### config.mk
export PLATFORM = sky130hd
export DESIGN_NAME = grid_q_learning_step_flat
export DESIGN_NICKNAME = d
export VERILOG_FILES = /design/src/hdl/gqls_pkg.sv /design/src/hdl/gqls_if.sv /design/src/hdl/gqls_ram.sv /design/src/hdl/gqls_cfg.sv /design/src/hdl/gqls_mac.sv /design/src/hdl/grid_q_learning_step.sv /design/src/flat_wrapper.sv
export VERILOG_INCLUDE_DIRS = /design/src /design/src/hdl
export SDC_FILE = /design/constraint.sdc
export NUM_CORES = 2
export LEC_CHECK = 0
export BUFFER_PORTS_ARGS = -buffer_cell sky130_fd_sc_hd__clkbuf_2
export CAP_MARGIN = 10
export CORE_MARGIN = 1
export CORE_UTILIZATION = 51
export CTS_CLUSTER_SIZE = 10
export DETAILED_ROUTE_END_ITERATION = 10
export PLACE_DENSITY = 0.69
export SLEW_MARGIN = 10
export SYNTH_ARGS = -nofsm -noshare
export SYNTH_HDL_FRONTEND = slang
export SYNTH_HIERARCHICAL = 1
export SYNTH_SLANG_ARGS = --single-unit
### constraint.sdc
create_clock -name clk -period 7.3 [get_ports clk]
set_input_delay 0.365 -clock clk [delete_from_list [all_inputs] [get_ports clk]]
set_output_delay 0.365 -clock clk [all_outputs]
set_load 0.01 [all_outputs]
### src/hdl/grid_q_learning_step_defines.svh
// ----------------------------------------------------------------------------
// grid_q_learning_step_defines
// Assertion helpers shared by the grid Q-learning step RTL.
// ----------------------------------------------------------------------------
`ifndef GRID_Q_LEARNING_STEP_DEFINES_SVH
`define GRID_Q_LEARNING_STEP_DEFINES_SVH

// same-cycle implication, sampled on clk, off while rst_n is low
`define GQLS_ASSERT_SAME(label, ante, cons, msg) \
    label: assert property (@(posedge clk) disable iff (!rst_n) (ante) |-> (cons)) \
        else $error(msg);

// next-cycle implication, sampled on clk, off while rst_n is low
`define GQLS_ASSERT_NEXT(label, ante, cons, msg) \
    label: assert property (@(posedge clk) disable iff (!rst_n) (ante) |=> (cons)) \
        else $error(msg);

`endif

### src/hdl/gqls_pkg.sv
// ----------------------------------------------------------------------------
// gqls_pkg
// Types, constants and codes for the grid Q-learning step block.
// ----------------------------------------------------------------------------
package gqls_pkg;

    // default geometry and value format
    localparam int GRID_DIM_DEF    = 5;
    localparam int VALUE_WIDTH_DEF = 16;
    localparam int COORD_W_DEF     = 3;

    localparam int NUM_ACT  = 4;
    localparam int ACT_W    = 2;
    localparam int DRAW_W   = 16;
    localparam int RATE_W   = 16;
    localparam int EPS_W    = 17;
    localparam int LIMIT_W  = 6;
    localparam int STEPS_W  = 32;
    localparam int SCAN_W   = 3;
    localparam int MUL_SHIFT = 16;

    // step penalty is -(1.0 / 100) in the Q format, rounded to nearest (half up)
    localparam longint PENALTY_BIAS = 50;
    localparam longint PENALTY_DIV  = 100;

    // configuration port
    localparam int CFG_IDX_W  = 3;
    localparam int CFG_DATA_W = 17;

    localparam logic [RATE_W-1:0]  LEARN_RATE_RST = 16'd6554;
    localparam logic [RATE_W-1:0]  DISCOUNT_RST   = 16'd58982;
    localparam logic [EPS_W-1:0]   START_EPS_RST  = 17'd65536;
    localparam logic [RATE_W-1:0]  DECAY_RST      = 16'd64881;
    localparam logic [EPS_W-1:0]   FLOOR_EPS_RST  = 17'd6554;
    localparam logic [LIMIT_W-1:0] EP_LIMIT_RST   = 6'd50;

    localparam logic OP_TRAIN = 1'b0;
    localparam logic OP_READ  = 1'b1;

    typedef enum logic [CFG_IDX_W-1:0] {
        CFG_LEARN_RATE    = 3'd0,
        CFG_DISCOUNT      = 3'd1,
        CFG_START_EPSILON = 3'd2,
        CFG_DECAY_FACTOR  = 3'd3,
        CFG_FLOOR_EPSILON = 3'd4,
        CFG_EPISODE_LIMIT = 3'd5
    } cfg_index_t;

    typedef enum logic [ACT_W-1:0] {
        ACT_X_DOWN = 2'd0,
        ACT_X_UP   = 2'd1,
        ACT_Y_DOWN = 2'd2,
        ACT_Y_UP   = 2'd3
    } action_t;

    typedef enum logic [3:0] {
        ST_CLEAR,
        ST_IDLE,
        ST_READ,
        ST_SCAN_CUR,
        ST_MOVE,
        ST_SCAN_NXT,
        ST_PICK_NXT,
        ST_GAMMA,
        ST_DELTA,
        ST_ALPHA,
        ST_WRITE,
        ST_DECAY,
        ST_DONE
    } state_t;

    typedef struct packed {
        logic [RATE_W-1:0]  learn_rate;
        logic [RATE_W-1:0]  discount;
        logic [EPS_W-1:0]   start_epsilon;
        logic [RATE_W-1:0]  decay_factor;
        logic [EPS_W-1:0]   floor_epsilon;
        logic [LIMIT_W-1:0] episode_limit;
    } cfg_t;

endpackage

### src/hdl/gqls_if.sv
// ----------------------------------------------------------------------------
// gqls_if
// Valid/ready channels of the grid Q-learning step block: command and result.
// ----------------------------------------------------------------------------
interface gqls_cmd_if #(
    parameter int COORD_W = gqls_pkg::COORD_W_DEF
) ();
    logic                        valid;
    logic                        ready;
    logic                        operation;
    logic [gqls_pkg::DRAW_W-1:0] explore_draw;
    logic [gqls_pkg::ACT_W-1:0]  random_action;
    logic [gqls_pkg::DRAW_W-1:0] next_explore_draw;
    logic [gqls_pkg::ACT_W-1:0]  next_random_action;
    logic [COORD_W-1:0]          read_x;
    logic [COORD_W-1:0]          read_y;
    logic [gqls_pkg::ACT_W-1:0]  read_action;

    modport source (
        output valid, operation, explore_draw, random_action, next_explore_draw,
               next_random_action, read_x, read_y, read_action,
        input  ready
    );
    modport sink (
        input  valid, operation, explore_draw, random_action, next_explore_draw,
               next_random_action, read_x, read_y, read_action,
        output ready
    );
endinterface

interface gqls_res_if #(
    parameter int COORD_W     = gqls_pkg::COORD_W_DEF,
    parameter int VALUE_WIDTH = gqls_pkg::VALUE_WIDTH_DEF
) ();
    logic                         valid;
    logic                         ready;
    logic [gqls_pkg::ACT_W-1:0]   chosen_action;
    logic [COORD_W-1:0]           new_x;
    logic [COORD_W-1:0]           new_y;
    logic                         goal_reached;
    logic                         episode_over;
    logic [gqls_pkg::STEPS_W-1:0] steps_total;
    logic signed [VALUE_WIDTH-1:0] q_value;

    modport source (
        output valid, chosen_action, new_x, new_y, goal_reached, episode_over,
               steps_total, q_value,
        input  ready
    );
    modport sink (
        input  valid, chosen_action, new_x, new_y, goal_reached, episode_over,
               steps_total, q_value,
        output ready
    );
endinterface

### src/hdl/gqls_ram.sv
// ----------------------------------------------------------------------------
// gqls_ram
// Generic simple dual-port RAM: one write port, one read port, registered read.
// ----------------------------------------------------------------------------
module gqls_ram #(
    parameter int WIDTH = 16,
    parameter int DEPTH = 100,
    localparam int ADDR_W = $clog2(DEPTH)
) (
    input  logic              clk,
    input  logic              we,
    input  logic [ADDR_W-1:0] waddr,
    input  logic [WIDTH-1:0]  wdata,
    input  logic [ADDR_W-1:0] raddr,
    output logic [WIDTH-1:0]  rdata
);

    logic [WIDTH-1:0] mem [DEPTH];

    always_ff @(posedge clk)
    begin
        if (we)
        begin
            mem[waddr] <= wdata;
        end
        rdata <= mem[raddr];
    end

endmodule

### src/hdl/gqls_cfg.sv
// ----------------------------------------------------------------------------
// gqls_cfg
// Configuration register file with write decode; flags a start-epsilon write.
// ----------------------------------------------------------------------------
module gqls_cfg (
    input  logic                              clk,
    input  logic                              rst_n,
    input  logic                              write,
    input  logic [gqls_pkg::CFG_IDX_W-1:0]    index,
    input  logic [gqls_pkg::CFG_DATA_W-1:0]   data,
    output gqls_pkg::cfg_t                    cfg,
    output logic                              eps_load
);

    gqls_pkg::cfg_t cfg_reg;
    logic           eps_load_reg;

    always_ff @(posedge clk or negedge rst_n)
    begin
        if (!rst_n)
        begin
            cfg_reg.learn_rate    <= gqls_pkg::LEARN_RATE_RST;
            cfg_reg.discount      <= gqls_pkg::DISCOUNT_RST;
            cfg_reg.start_epsilon <= gqls_pkg::START_EPS_RST;
            cfg_reg.decay_factor  <= gqls_pkg::DECAY_RST;
            cfg_reg.floor_epsilon <= gqls_pkg::FLOOR_EPS_RST;
            cfg_reg.episode_limit <= gqls_pkg::EP_LIMIT_RST;
            eps_load_reg          <= 1'b0;
        end
        else
        begin
            eps_load_reg <= write &&
                            (gqls_pkg::cfg_index_t'(index) == gqls_pkg::CFG_START_EPSILON);
            if (write)
            begin
                unique case (gqls_pkg::cfg_index_t'(index))
                    gqls_pkg::CFG_LEARN_RATE:
                        cfg_reg.learn_rate <= data[gqls_pkg::RATE_W-1:0];
                    gqls_pkg::CFG_DISCOUNT:
                        cfg_reg.discount <= data[gqls_pkg::RATE_W-1:0];
                    gqls_pkg::CFG_START_EPSILON:
                        cfg_reg.start_epsilon <= data[gqls_pkg::EPS_W-1:0];
                    gqls_pkg::CFG_DECAY_FACTOR:
                        cfg_reg.decay_factor <= data[gqls_pkg::RATE_W-1:0];
                    gqls_pkg::CFG_FLOOR_EPSILON:
                        cfg_reg.floor_epsilon <= data[gqls_pkg::EPS_W-1:0];
                    gqls_pkg::CFG_EPISODE_LIMIT:
                        cfg_reg.episode_limit <= data[gqls_pkg::LIMIT_W-1:0];
                    default:
                    begin
                        // unknown index: ignored
                    end
                endcase
            end
        end
    end

    assign cfg      = cfg_reg;
    assign eps_load = eps_load_reg;

endmodule

### src/hdl/gqls_mac.sv
// ----------------------------------------------------------------------------
// gqls_mac
// Shared scale unit: unsigned Q0.16 factor times signed operand, then >> 16
// with optional round-half-up. Three-stage pipeline, done pulses with result.
// ----------------------------------------------------------------------------
module gqls_mac #(
    parameter int OPND_W = 18
) (
    input  logic                           clk,
    input  logic                           rst_n,
    input  logic                           start,
    input  logic                           round_half,
    input  logic [gqls_pkg::RATE_W-1:0]    factor,
    input  logic signed [OPND_W-1:0]       operand,
    output logic                           done,
    output logic signed [OPND_W:0]         result
);

    localparam int PW = gqls_pkg::RATE_W + 1 + OPND_W;

    logic                          v0_reg, v1_reg, v2_reg;
    logic [gqls_pkg::RATE_W-1:0]   fac_reg;
    logic signed [OPND_W-1:0]      opnd_reg;
    logic                          rnd0_reg, rnd1_reg;
    logic signed [PW-1:0]          prod_reg;
    logic signed [OPND_W:0]        res_reg;
    logic signed [gqls_pkg::RATE_W:0] fac_s;
    logic signed [PW-1:0]          bias_s;
    logic signed [PW-1:0]          sum_s;

    always_ff @(posedge clk or negedge rst_n)
    begin
        if (!rst_n)
        begin
            v0_reg <= 1'b0;
            v1_reg <= 1'b0;
            v2_reg <= 1'b0;
        end
        else
        begin
            v0_reg <= start;
            v1_reg <= v0_reg;
            v2_reg <= v1_reg;
        end
    end

    assign fac_s = {1'b0, fac_reg};

    always_comb
    begin
        bias_s = '0;
        bias_s[gqls_pkg::MUL_SHIFT-1] = rnd1_reg;
        sum_s = prod_reg + bias_s;
    end

    always_ff @(posedge clk)
    begin
        if (start)
        begin
            fac_reg  <= factor;
            opnd_reg <= operand;
            rnd0_reg <= round_half;
        end
        if (v0_reg)
        begin
            prod_reg <= fac_s * opnd_reg;
            rnd1_reg <= rnd0_reg;
        end
        if (v1_reg)
        begin
            // arithmetic shift: floor of the scaled value
            res_reg <= sum_s[PW-1:gqls_pkg::MUL_SHIFT];
        end
    end

    assign done   = v2_reg;
    assign result = res_reg;

endmodule

### src/hdl/grid_q_learning_step.sv
// Sequence: a training step passes SCAN_CUR, MOVE, SCAN_NXT, PICK_NXT, GAMMA,
// DELTA, ALPHA and WRITE, then DECAY when the episode ends (exploration decay
// pass), before DONE; a read passes READ then DONE. Throughput: one item at a
// time; two 4-entry scans of the single-read-port Q RAM and passes through the
// shared multiplier set how long a step takes. Reset clears control state at once,
// then zeroes the Q RAM one entry a cycle, GRID_DIM*GRID_DIM*4 entries (100 default).
// ----------------------------------------------------------------------------
// grid_q_learning_step
// Tabular epsilon-greedy Q-learning on a square grid, one step per command;
// sequencer around a Q RAM, a shared argmax compare and a shared multiplier.
// ----------------------------------------------------------------------------
`include "grid_q_learning_step_defines.svh"

module grid_q_learning_step #(
    parameter int GRID_DIM    = gqls_pkg::GRID_DIM_DEF,
    parameter int VALUE_WIDTH = gqls_pkg::VALUE_WIDTH_DEF
) (
    input  logic                            clk,
    input  logic                            rst_n,
    gqls_cmd_if.sink                        cmd,
    gqls_res_if.source                      res,
    input  logic                            cfg_write,
    input  logic [gqls_pkg::CFG_IDX_W-1:0]  cfg_index,
    input  logic [gqls_pkg::CFG_DATA_W-1:0] cfg_data
);

    localparam int COORD_W = $clog2(GRID_DIM + 1);
    localparam int CELL_W  = $clog2(GRID_DIM * GRID_DIM);
    localparam int ADDR_W  = CELL_W + gqls_pkg::ACT_W;
    localparam int DEPTH   = GRID_DIM * GRID_DIM * gqls_pkg::NUM_ACT;
    localparam int VW      = VALUE_WIDTH;
    localparam int DW      = VALUE_WIDTH + 2;
    localparam int SW      = DW + 1;
    localparam int OPND_W  = (DW > gqls_pkg::EPS_W + 1) ? DW : gqls_pkg::EPS_W + 1;
    localparam int FRAC    = VALUE_WIDTH - 2;
    localparam int ACT_W   = gqls_pkg::ACT_W;
    localparam int EPS_W   = gqls_pkg::EPS_W;

    localparam longint GOAL_L    = longint'(1) << FRAC;
    localparam longint PENALTY_L = (GOAL_L + gqls_pkg::PENALTY_BIAS) / gqls_pkg::PENALTY_DIV;
    localparam logic signed [DW-1:0] REWARD_GOAL = DW'(GOAL_L);
    localparam logic signed [DW-1:0] REWARD_STEP = DW'(-PENALTY_L);
    localparam logic signed [SW-1:0] Q_MAX = SW'((longint'(1) << (VW - 1)) - 1);
    localparam logic signed [SW-1:0] Q_MIN = SW'(-(longint'(1) << (VW - 1)));

    localparam logic [COORD_W-1:0] LAST     = COORD_W'(GRID_DIM - 1);
    localparam logic [COORD_W-1:0] DIM_C    = COORD_W'(GRID_DIM);
    localparam logic [ADDR_W-1:0]  CLR_LAST = ADDR_W'(DEPTH - 1);
    localparam logic [gqls_pkg::SCAN_W-1:0] SCAN_END = gqls_pkg::SCAN_W'(gqls_pkg::NUM_ACT);

    function automatic logic [CELL_W-1:0] cell_of(input logic [COORD_W-1:0] x,
                                                  input logic [COORD_W-1:0] y);
        cell_of = CELL_W'(CELL_W'(x) * CELL_W'(GRID_DIM) + CELL_W'(y));
    endfunction

    // ------------------------------------------------------------------------
    // configuration
    // ------------------------------------------------------------------------
    gqls_pkg::cfg_t cfg;
    logic           eps_load;

    gqls_cfg u_cfg (
        .clk      (clk),
        .rst_n    (rst_n),
        .write    (cfg_write),
        .index    (cfg_index),
        .data     (cfg_data),
        .cfg      (cfg),
        .eps_load (eps_load)
    );

    // ------------------------------------------------------------------------
    // state and datapath registers
    // ------------------------------------------------------------------------
    gqls_pkg::state_t state_reg, state_next;

    logic [ADDR_W-1:0]              clr_reg, clr_next;
    logic [gqls_pkg::SCAN_W-1:0]    scan_reg, scan_next;
    logic                           res_valid_reg, res_valid_next;

    logic [COORD_W-1:0]             cur_x_reg, cur_y_reg;
    logic [gqls_pkg::LIMIT_W-1:0]   ep_reg;
    logic [EPS_W-1:0]               eps_reg;
    logic [gqls_pkg::STEPS_W-1:0]   total_reg;

    logic [gqls_pkg::DRAW_W-1:0]    draw_reg, ndraw_reg;
    logic [ACT_W-1:0]               rnd_reg, nrnd_reg;
    logic                           inside_reg;

    logic signed [VW-1:0]           best_val_reg, pick_val_reg;
    logic [ACT_W-1:0]               best_idx_reg;

    logic [ACT_W-1:0]               act_reg;
    logic signed [VW-1:0]           qcur_reg;
    logic [COORD_W-1:0]             nx_reg, ny_reg;
    logic                           goal_reg, over_reg;
    logic signed [VW-1:0]           qv_reg;

    logic [ACT_W-1:0]               out_act_reg;
    logic [COORD_W-1:0]             out_x_reg, out_y_reg;
    logic                           out_goal_reg, out_over_reg;
    logic [gqls_pkg::STEPS_W-1:0]   out_total_reg;
    logic signed [VW-1:0]           out_q_reg;

    // ------------------------------------------------------------------------
    // combinational signals
    // ------------------------------------------------------------------------
    logic                           accept;
    logic                           load_out;
    logic                           scanning;
    logic [ACT_W-1:0]               scan_idx;
    logic [ACT_W-1:0]               rnd_sel;
    logic                           take_best;
    logic                           explore_cur, explore_nxt;
    logic [ACT_W-1:0]               act_c;
    logic signed [VW-1:0]           qc_c, qn_c;
    logic [COORD_W-1:0]             mx_c, my_c;
    logic                           goal_c;
    logic signed [DW-1:0]           reward_c, delta_c;
    logic signed [SW-1:0]           sum_c;
    logic signed [VW-1:0]           qv_c;
    logic [gqls_pkg::LIMIT_W-1:0]   ep_inc;
    logic                           over_c;
    logic [EPS_W-1:0]               decayed_c;

    logic                           ram_we;
    logic [ADDR_W-1:0]              ram_waddr, ram_raddr;
    logic [VW-1:0]                  ram_wdata, ram_rdata;
    logic signed [VW-1:0]           rd_q;

    logic                           mac_start, mac_round, mac_done;
    logic [gqls_pkg::RATE_W-1:0]    mac_factor;
    logic signed [OPND_W-1:0]       mac_opnd;
    logic signed [OPND_W:0]         mac_res;

    gqls_ram #(
        .WIDTH (VW),
        .DEPTH (DEPTH)
    ) u_qram (
        .clk   (clk),
        .we    (ram_we),
        .waddr (ram_waddr),
        .wdata (ram_wdata),
        .raddr (ram_raddr),
        .rdata (ram_rdata)
    );

    gqls_mac #(
        .OPND_W (OPND_W)
    ) u_mac (
        .clk        (clk),
        .rst_n      (rst_n),
        .start      (mac_start),
        .round_half (mac_round),
        .factor     (mac_factor),
        .operand    (mac_opnd),
        .done       (mac_done),
        .result     (mac_res)
    );

    assign rd_q     = ram_rdata;
    assign accept   = cmd.valid && cmd.ready;
    assign load_out = (state_reg == gqls_pkg::ST_DONE) && (!res_valid_reg || res.ready);
    assign scanning = (state_reg == gqls_pkg::ST_SCAN_CUR) ||
                      (state_reg == gqls_pkg::ST_SCAN_NXT);

    // ------------------------------------------------------------------------
    // action choice, move and update arithmetic
    // ------------------------------------------------------------------------
    always_comb
    begin
        // data returned this cycle belongs to the previous scan address
        scan_idx  = ACT_W'(scan_reg[ACT_W-1:0] - 1'b1);
        rnd_sel   = (state_reg == gqls_pkg::ST_SCAN_CUR) ? rnd_reg : nrnd_reg;
        // first entry seeds the max; later ones replace only when strictly larger
        take_best = (scan_idx == '0) || (rd_q > best_val_reg);

        explore_cur = EPS_W'(draw_reg) < eps_reg;
        explore_nxt = EPS_W'(ndraw_reg) < eps_reg;
        act_c = explore_cur ? rnd_reg : best_idx_reg;
        qc_c  = explore_cur ? pick_val_reg : best_val_reg;
        qn_c  = explore_nxt ? pick_val_reg : best_val_reg;

        mx_c = cur_x_reg;
        my_c = cur_y_reg;
        unique case (gqls_pkg::action_t'(act_c))
            gqls_pkg::ACT_X_DOWN: if (cur_x_reg != '0)  mx_c = cur_x_reg - 1'b1;
            gqls_pkg::ACT_X_UP:   if (cur_x_reg != LAST) mx_c = cur_x_reg + 1'b1;
            gqls_pkg::ACT_Y_DOWN: if (cur_y_reg != '0)  my_c = cur_y_reg - 1'b1;
            gqls_pkg::ACT_Y_UP:   if (cur_y_reg != LAST) my_c = cur_y_reg + 1'b1;
            default:
            begin
                mx_c = cur_x_reg;
                my_c = cur_y_reg;
            end
        endcase
        goal_c = (mx_c == LAST) && (my_c == LAST);

        reward_c = goal_reg ? REWARD_GOAL : REWARD_STEP;
        delta_c  = reward_c + DW'(mac_res) - DW'(qcur_reg);

        sum_c = SW'(qcur_reg) + SW'(mac_res);
        if (sum_c > Q_MAX)
        begin
            qv_c = VW'(Q_MAX);
        end
        else if (sum_c < Q_MIN)
        begin
            qv_c = VW'(Q_MIN);
        end
        else
        begin
            qv_c = VW'(sum_c);
        end

        ep_inc    = ep_reg + 1'b1;
        over_c    = goal_reg || (ep_inc >= cfg.episode_limit);
        decayed_c = mac_res[EPS_W-1:0];
    end

    // ------------------------------------------------------------------------
    // sequencer: next state
    // ------------------------------------------------------------------------
    always_comb
    begin
        state_next = state_reg;
        unique case (state_reg)
            gqls_pkg::ST_CLEAR:
                if (clr_reg == CLR_LAST) state_next = gqls_pkg::ST_IDLE;
            gqls_pkg::ST_IDLE:
                if (accept)
                begin
                    state_next = (cmd.operation == gqls_pkg::OP_READ) ?
                                 gqls_pkg::ST_READ : gqls_pkg::ST_SCAN_CUR;
                end
            gqls_pkg::ST_READ:
                state_next = gqls_pkg::ST_DONE;
            gqls_pkg::ST_SCAN_CUR:
                if (scan_reg == SCAN_END) state_next = gqls_pkg::ST_MOVE;
            gqls_pkg::ST_MOVE:
                state_next = gqls_pkg::ST_SCAN_NXT;
            gqls_pkg::ST_SCAN_NXT:
                if (scan_reg == SCAN_END) state_next = gqls_pkg::ST_PICK_NXT;
            gqls_pkg::ST_PICK_NXT:
                state_next = gqls_pkg::ST_GAMMA;
            gqls_pkg::ST_GAMMA:
                if (mac_done) state_next = gqls_pkg::ST_DELTA;
            gqls_pkg::ST_DELTA:
                state_next = gqls_pkg::ST_ALPHA;
            gqls_pkg::ST_ALPHA:
                if (mac_done) state_next = gqls_pkg::ST_WRITE;
            gqls_pkg::ST_WRITE:
                state_next = over_c ? gqls_pkg::ST_DECAY : gqls_pkg::ST_DONE;
            gqls_pkg::ST_DECAY:
                if (mac_done) state_next = gqls_pkg::ST_DONE;
            gqls_pkg::ST_DONE:
                if (load_out) state_next = gqls_pkg::ST_IDLE;
            default:
                state_next = gqls_pkg::ST_CLEAR;
        endcase
    end

    // ------------------------------------------------------------------------
    // sequencer: outputs
    // ------------------------------------------------------------------------
    always_comb
    begin
        clr_next       = clr_reg;
        scan_next      = '0;
        ram_we         = 1'b0;
        ram_waddr      = {cell_of(cur_x_reg, cur_y_reg), act_reg};
        ram_wdata      = qv_c;
        ram_raddr      = '0;
        mac_start      = 1'b0;
        mac_round      = 1'b1;
        mac_factor     = cfg.discount;
        mac_opnd       = OPND_W'(qn_c);
        res_valid_next = res.ready ? 1'b0 : res_valid_reg;
        if (load_out)
        begin
            res_valid_next = 1'b1;
        end

        unique case (state_reg)
            gqls_pkg::ST_CLEAR:
            begin
                ram_we    = 1'b1;
                ram_waddr = clr_reg;
                ram_wdata = '0;
                clr_next  = clr_reg + 1'b1;
            end
            gqls_pkg::ST_IDLE:
                ram_raddr = {cell_of(cmd.read_x, cmd.read_y), cmd.read_action};
            gqls_pkg::ST_SCAN_CUR:
            begin
                ram_raddr = {cell_of(cur_x_reg, cur_y_reg), scan_reg[ACT_W-1:0]};
                scan_next = (scan_reg == SCAN_END) ? '0 : scan_reg + 1'b1;
            end
            gqls_pkg::ST_SCAN_NXT:
            begin
                ram_raddr = {cell_of(nx_reg, ny_reg), scan_reg[ACT_W-1:0]};
                scan_next = (scan_reg == SCAN_END) ? '0 : scan_reg + 1'b1;
            end
            gqls_pkg::ST_PICK_NXT:
            begin
                mac_start  = 1'b1;
                mac_factor = cfg.discount;
                mac_opnd   = OPND_W'(qn_c);
            end
            gqls_pkg::ST_DELTA:
            begin
                mac_start  = 1'b1;
                mac_factor = cfg.learn_rate;
                mac_opnd   = OPND_W'(delta_c);
            end
            gqls_pkg::ST_WRITE:
            begin
                ram_we     = 1'b1;
                mac_start  = over_c;
                mac_round  = 1'b0;
                mac_factor = cfg.decay_factor;
                mac_opnd   = OPND_W'(eps_reg);
            end
            default:
            begin
                ram_raddr = '0;
            end
        endcase
    end

    // ------------------------------------------------------------------------
    // control registers
    // ------------------------------------------------------------------------
    always_ff @(posedge clk or negedge rst_n)
    begin
        if (!rst_n)
        begin
            state_reg     <= gqls_pkg::ST_CLEAR;
            clr_reg       <= '0;
            scan_reg      <= '0;
            res_valid_reg <= 1'b0;
            cur_x_reg     <= '0;
            cur_y_reg     <= '0;
            ep_reg        <= '0;
            eps_reg       <= gqls_pkg::START_EPS_RST;
            total_reg     <= '0;
        end
        else
        begin
            state_reg     <= state_next;
            clr_reg       <= clr_next;
            scan_reg      <= scan_next;
            res_valid_reg <= res_valid_next;

            if (state_reg == gqls_pkg::ST_WRITE)
            begin
                total_reg <= total_reg + 1'b1;
                ep_reg    <= over_c ? '0 : ep_inc;
                cur_x_reg <= over_c ? '0 : nx_reg;
                cur_y_reg <= over_c ? '0 : ny_reg;
            end

            if (eps_load)
            begin
                eps_reg <= cfg.start_epsilon;
            end
            else if ((state_reg == gqls_pkg::ST_DECAY) && mac_done)
            begin
                eps_reg <= (decayed_c < cfg.floor_epsilon) ? cfg.floor_epsilon : decayed_c;
            end
        end
    end

    // ------------------------------------------------------------------------
    // payload registers
    // ------------------------------------------------------------------------
    always_ff @(posedge clk)
    begin
        if (accept)
        begin
            draw_reg   <= cmd.explore_draw;
            rnd_reg    <= cmd.random_action;
            ndraw_reg  <= cmd.next_explore_draw;
            nrnd_reg   <= cmd.next_random_action;
            inside_reg <= (cmd.read_x < DIM_C) && (cmd.read_y < DIM_C);
            act_reg    <= '0;
            goal_reg   <= 1'b0;
            over_reg   <= 1'b0;
        end

        if (state_reg == gqls_pkg::ST_READ)
        begin
            qv_reg <= inside_reg ? rd_q : '0;
        end

        if (scanning && (scan_reg != '0))
        begin
            if (take_best)
            begin
                best_val_reg <= rd_q;
                best_idx_reg <= scan_idx;
            end
            if (scan_idx == rnd_sel)
            begin
                pick_val_reg <= rd_q;
            end
        end

        if (state_reg == gqls_pkg::ST_MOVE)
        begin
            act_reg  <= act_c;
            qcur_reg <= qc_c;
            nx_reg   <= mx_c;
            ny_reg   <= my_c;
            goal_reg <= goal_c;
        end

        if (state_reg == gqls_pkg::ST_WRITE)
        begin
            qv_reg   <= qv_c;
            over_reg <= over_c;
        end

        if (load_out)
        begin
            out_act_reg   <= act_reg;
            out_x_reg     <= cur_x_reg;
            out_y_reg     <= cur_y_reg;
            out_goal_reg  <= goal_reg;
            out_over_reg  <= over_reg;
            out_total_reg <= total_reg;
            out_q_reg     <= qv_reg;
        end
    end

    // ------------------------------------------------------------------------
    // ports
    // ------------------------------------------------------------------------
    assign cmd.ready         = (state_reg == gqls_pkg::ST_IDLE);
    assign res.valid         = res_valid_reg;
    assign res.chosen_action = out_act_reg;
    assign res.new_x         = out_x_reg;
    assign res.new_y         = out_y_reg;
    assign res.goal_reached  = out_goal_reg;
    assign res.episode_over  = out_over_reg;
    assign res.steps_total   = out_total_reg;
    assign res.q_value       = out_q_reg;

    // ------------------------------------------------------------------------
    // assertions
    // ------------------------------------------------------------------------
    `GQLS_ASSERT_SAME(a_pos_in_grid, 1'b1, (cur_x_reg <= LAST) && (cur_y_reg <= LAST),
        "position left the grid")
    `GQLS_ASSERT_SAME(a_ram_write_state, ram_we,
        (state_reg == gqls_pkg::ST_CLEAR) || (state_reg == gqls_pkg::ST_WRITE),
        "Q RAM written outside clear or write-back")
    `GQLS_ASSERT_NEXT(a_busy_after_accept, cmd.valid && cmd.ready, !cmd.ready,
        "second beat taken while an item is in flight")
    `GQLS_ASSERT_SAME(a_result_from_done, $rose(res.valid),
        $past(state_reg == gqls_pkg::ST_DONE), "result raised outside done state")

endmodule
### src/flat_wrapper.sv
// flat-port wrapper written by rule: the top's interface ports become plain ports
module grid_q_learning_step_flat 
#(
    parameter int GRID_DIM    = gqls_pkg::GRID_DIM_DEF,
    parameter int VALUE_WIDTH = gqls_pkg::VALUE_WIDTH_DEF
)
  (clk, rst_n, cfg_write, cfg_index, cfg_data, cmd_valid, cmd_operation, cmd_explore_draw, cmd_random_action, cmd_next_explore_draw, cmd_next_random_action, cmd_read_x, cmd_read_y, cmd_read_action, cmd_ready, res_valid, res_chosen_action, res_new_x, res_new_y, res_goal_reached, res_episode_over, res_steps_total, res_q_value, res_ready);
  gqls_cmd_if cmd_i ();
  gqls_res_if #(.VALUE_WIDTH(VALUE_WIDTH)) res_i ();
  input  logic clk;
  input  logic rst_n;
  input  logic cfg_write;
  input  logic [gqls_pkg::CFG_IDX_W-1:0] cfg_index;
  input  logic [gqls_pkg::CFG_DATA_W-1:0] cfg_data;
  input wire logic [$bits(cmd_i.valid)-1:0] cmd_valid;
  input wire logic [$bits(cmd_i.operation)-1:0] cmd_operation;
  input wire logic [$bits(cmd_i.explore_draw)-1:0] cmd_explore_draw;
  input wire logic [$bits(cmd_i.random_action)-1:0] cmd_random_action;
  input wire logic [$bits(cmd_i.next_explore_draw)-1:0] cmd_next_explore_draw;
  input wire logic [$bits(cmd_i.next_random_action)-1:0] cmd_next_random_action;
  input wire logic [$bits(cmd_i.read_x)-1:0] cmd_read_x;
  input wire logic [$bits(cmd_i.read_y)-1:0] cmd_read_y;
  input wire logic [$bits(cmd_i.read_action)-1:0] cmd_read_action;
  output wire logic [$bits(cmd_i.ready)-1:0] cmd_ready;
  output wire logic [$bits(res_i.valid)-1:0] res_valid;
  output wire logic [$bits(res_i.chosen_action)-1:0] res_chosen_action;
  output wire logic [$bits(res_i.new_x)-1:0] res_new_x;
  output wire logic [$bits(res_i.new_y)-1:0] res_new_y;
  output wire logic [$bits(res_i.goal_reached)-1:0] res_goal_reached;
  output wire logic [$bits(res_i.episode_over)-1:0] res_episode_over;
  output wire logic [$bits(res_i.steps_total)-1:0] res_steps_total;
  output wire logic [$bits(res_i.q_value)-1:0] res_q_value;
  input wire logic [$bits(res_i.ready)-1:0] res_ready;
  assign cmd_i.valid = cmd_valid;
  assign cmd_i.operation = cmd_operation;
  assign cmd_i.explore_draw = cmd_explore_draw;
  assign cmd_i.random_action = cmd_random_action;
  assign cmd_i.next_explore_draw = cmd_next_explore_draw;
  assign cmd_i.next_random_action = cmd_next_random_action;
  assign cmd_i.read_x = cmd_read_x;
  assign cmd_i.read_y = cmd_read_y;
  assign cmd_i.read_action = cmd_read_action;
  assign cmd_ready = cmd_i.ready;
  assign res_valid = res_i.valid;
  assign res_chosen_action = res_i.chosen_action;
  assign res_new_x = res_i.new_x;
  assign res_new_y = res_i.new_y;
  assign res_goal_reached = res_i.goal_reached;
  assign res_episode_over = res_i.episode_over;
  assign res_steps_total = res_i.steps_total;
  assign res_q_value = res_i.q_value;
  assign res_i.ready = res_ready;
  grid_q_learning_step #(.GRID_DIM(GRID_DIM), .VALUE_WIDTH(VALUE_WIDTH)) u_core (.clk(clk), .rst_n(rst_n), .cmd(cmd_i), .res(res_i), .cfg_write(cfg_write), .cfg_index(cfg_index), .cfg_data(cfg_data));
endmodule
==> impl_metrics.tcl <==
set metrics [dict create \
    endpoint "u_core/u_mac/prod_reg[34]" \
    slew_headroom_pct 19.03 \
    syn_area_um2 94450 \
    final_core_util_pct 57.64 \
    wl_um 231400 \
    syn-num-nets 6347 \
    vias_per_cell 6.064 \
    start_kind "flop" \
    critPathMostFrequentCell "fa_1" \
    cp_num_buf_inv 5 \
    fin_tns_setup_ns 0 \
    synth_largest_area_cell "edfxtp_1" \
    drtAntennaViolNets 0 \
    async_reset_ff_share_pct 8.276 \
    required_ns 7.86 \
    synthFlopType "edfxtp_1" \
    clockBufferDepth 3 \
    outcome "finished, violations left" \
    hold_class "input port to flop" \
    clk_latency_ns 0.87 \
    synthCells 5737 \
    synth.most_common_cell "edfxtp_1" \
    grt_first_pass_wirelength_um 344600 \
    critPathKind "flop to flop" \
    track_usage_pct 25.05 \
    syn2layout_area_growth_pct 11.97 \
    avgRoutedWirePerCell_um 26.75 \
    htreeDepth 4 \
    path_max_fanout 16 \
    syn_area_per_cell_um2 16.46 \
    num_vias 52440 \
    antenna_found_initial 4 \
    ys_ff_latch 2030 \
    rrSetupSlack_ns 0.35 \
    crit_family "adder cells" \
    grt_pass1_vias 53160 \
    place_hpwl_um 149500 \
    grt_max_degree 101 \
    crit_chain "nand2_1 > fa_1 > inv_1 > fa_1 > inv_1 > fa_1 > inv_1 > fa_1 > fa_1 > inv_1 > fa_1 > inv_1 > ha_1 > a21o_1 > a21o_1 > a2111oi_4 > o32ai_1 > o31a_1 > o2111ai_1 > a311oi_1 > xnor2_1" \
    arrival_ns 7.51 \
    synth_edf_count 1846 \
    pin_count 130 \
    hold_viol 0 \
    largest_reg_flops 1600 \
    start_util_pct 51.48 \
    drc_errors 2 \
    synth_top_area_share_pct 58.69 \
    path_clk_slew_ns 0.07 \
    cts_tree "done" \
    critPathMaxStageDelay_ns 0.81 \
    layout-drive-gt1-share_pct 20.43 \
    synth_cell_type_count 103 \
    reg2reg_depth 21 \
    cts_repair_resize_count 0 \
    clock-sinks 2030 \
    cts_root_buf "clkbuf_16" \
    r2r_end "u_core/u_mac/prod_reg[34]" \
    final.period_utilization_pct 95.25 \
    crit_path_end_kind "flop" \
    numPortBuffers 129 \
    synth_top_cells_by_count "1846 x edfxtp_1, 490 x inv_1, 440 x mux4_2" \
    yosys-top-cells-area "edfxtp_1 59%, mux4_2 10%, fa_1 6.5%" \
    die_h_um 432.3 \
    reg2reg_from "u_core/u_mac/opnd_reg[5]" \
    drt_iter0_markers 5578 \
    rsz0062_at_grt "false" \
    worst-slew-pin-transition_ns 1.215 \
    core_area_um2 183500 \
    synth_seq_area_share_pct 63.53 \
    cts_buffers 224 \
    grt_overflow_total 0 \
    drtPass1Iterations 11 \
    finalSetupViolCount 0 \
    cp-startpoint "u_core/u_mac/opnd_reg[5]" \
    crit_cells 21 \
    gp_congestion 0.8946 \
    die_width_um 432.3 \
    slowest_stage "edfxtp_1" \
    maxSlewViolCount 0 \
    die-area_um2 186900 \
    clock_skew_ns 0.05975 \
    period_minus_slack_ns 6.953 \
    fmax_mhz 143.8 \
    nNetsFinal 6708 \
    drv_cap 0 \
    violations "DRC" \
    std_cell_rows 157 \
    ys_warn_count 6 \
]
[timing repair]
action / CTS / global route
setup buffers: 0 / 2
endpoints found under the setup margin: 0 / 2
hold endpoints to repair: 198 / 0
hold buffers: 57 / 0
[worst reg2reg max path, delay by kind of cell (launching register included)]
kind            cells  cell delay [ns]
fa+ha+maj           7             3.38
flops               1             0.81
buf+inv             5             0.27
compound gates      7             1.85
xor+xnor            1             0.14
simple gates        1             0.19
[metrics by stage]
| stage | setup WS (ns) | hold WS [ns] | cells | instance area, um2 |
|---|---|---|---|---|
| floorplan | 0.5162 | 0.06941 | 5737 | 94450 |
| global placement | 0.5588 | 0.4012 | 8277 | 98850 |
| detailed placement | 0.3910 | 0.4052 | 8277 | 98850 |
| CTS | 0.3051 | 0.01506 | 8644 | 105700 |
| global route | 0.06244 | 0.01855 | 8646 | 105700 |
| finish | 0.3466 | 0.06952 | 8648 | 105800 |
[per-layer routing]
metal  GRT usage, %  share of wire, %
met1          35.11                40
met2          39.84                48
met3          4.294               8.4
met4          8.801               3.8
met5              0            0.0030
[worst min path at each step]
stage | start | endpoint | slack [ns] | cells past startpoint
global placement | u_core/u_mac/rnd0_reg | u_core/u_mac/rnd1_reg | 0.40 | 0
detailed placement | u_core/over_reg | u_core/res.episode_over | 0.41 | 0
floorplan | rst_n | u_core/clr_reg[0] | 0.07 | 0
CTS | cmd_read_y[2] | u_core/inside_reg | 0.02 | 3
finish | cmd_read_y[2] | u_core/inside_reg | 0.07 | 3
global route | cmd_read_y[2] | u_core/inside_reg | 0.02 | 3
[kinds of logic (layout without fill, tap and decap cells)]
kind of cell	Yosys count	in the layout	share of synthesized area, %
muxes	594	594	12.28
xor gates and xnor gates	119	119	1.104
other	0	2	0
AOI/OAI and AO/OA	608	608	4.580
buffers and inverters	757	1202	3.431
DFF	2030	2030	63.53
and+or+nand+nor	1089	1089	5.475
adders and majority gates	540	540	9.602
[layout make-up]
class,count,area [um2]
antenna,2,5.005
clock buffer,288,5908
clock inverter,22,400.4
fill,13850,77720
inverter,494,1864
multi-input combinational,2950,31520
sequential,2030,60010
tap,2464,3083
timing repair buffer,398,2964
[placed cells by master, fill, tap and decap left out, types with 51 or more instances in the layout]
cell type / Yosys / layout
nand2_1: 394 / 394
nor3_1: 57 / 51
xnor2_1: 82 / 82
o21ai_0: 76 / 74
clkbuf_1: 146 / 60
ha_1: 232 / 232
nor2_1: 245 / 241
a21oi_1: 136 / 118
fa_1: 308 / 308
inv_1: 490 / 487
clkbuf_2: 0 / 128
nand3_1: 71 / 71
clkbuf_16: 0 / 226
buf_4: 26 / 200
dlygate4sd3_1: 0 / 57
mux2_2: 106 / 106
edfxtp_1: 1846 / 1846
dfrtp_1: 129 / 128
and2_1: 137 / 137
mux4_2: 440 / 440
Power is not shown: default switching activity piles up to over one toggle a cycle in this logic, so the estimate is an artifact.
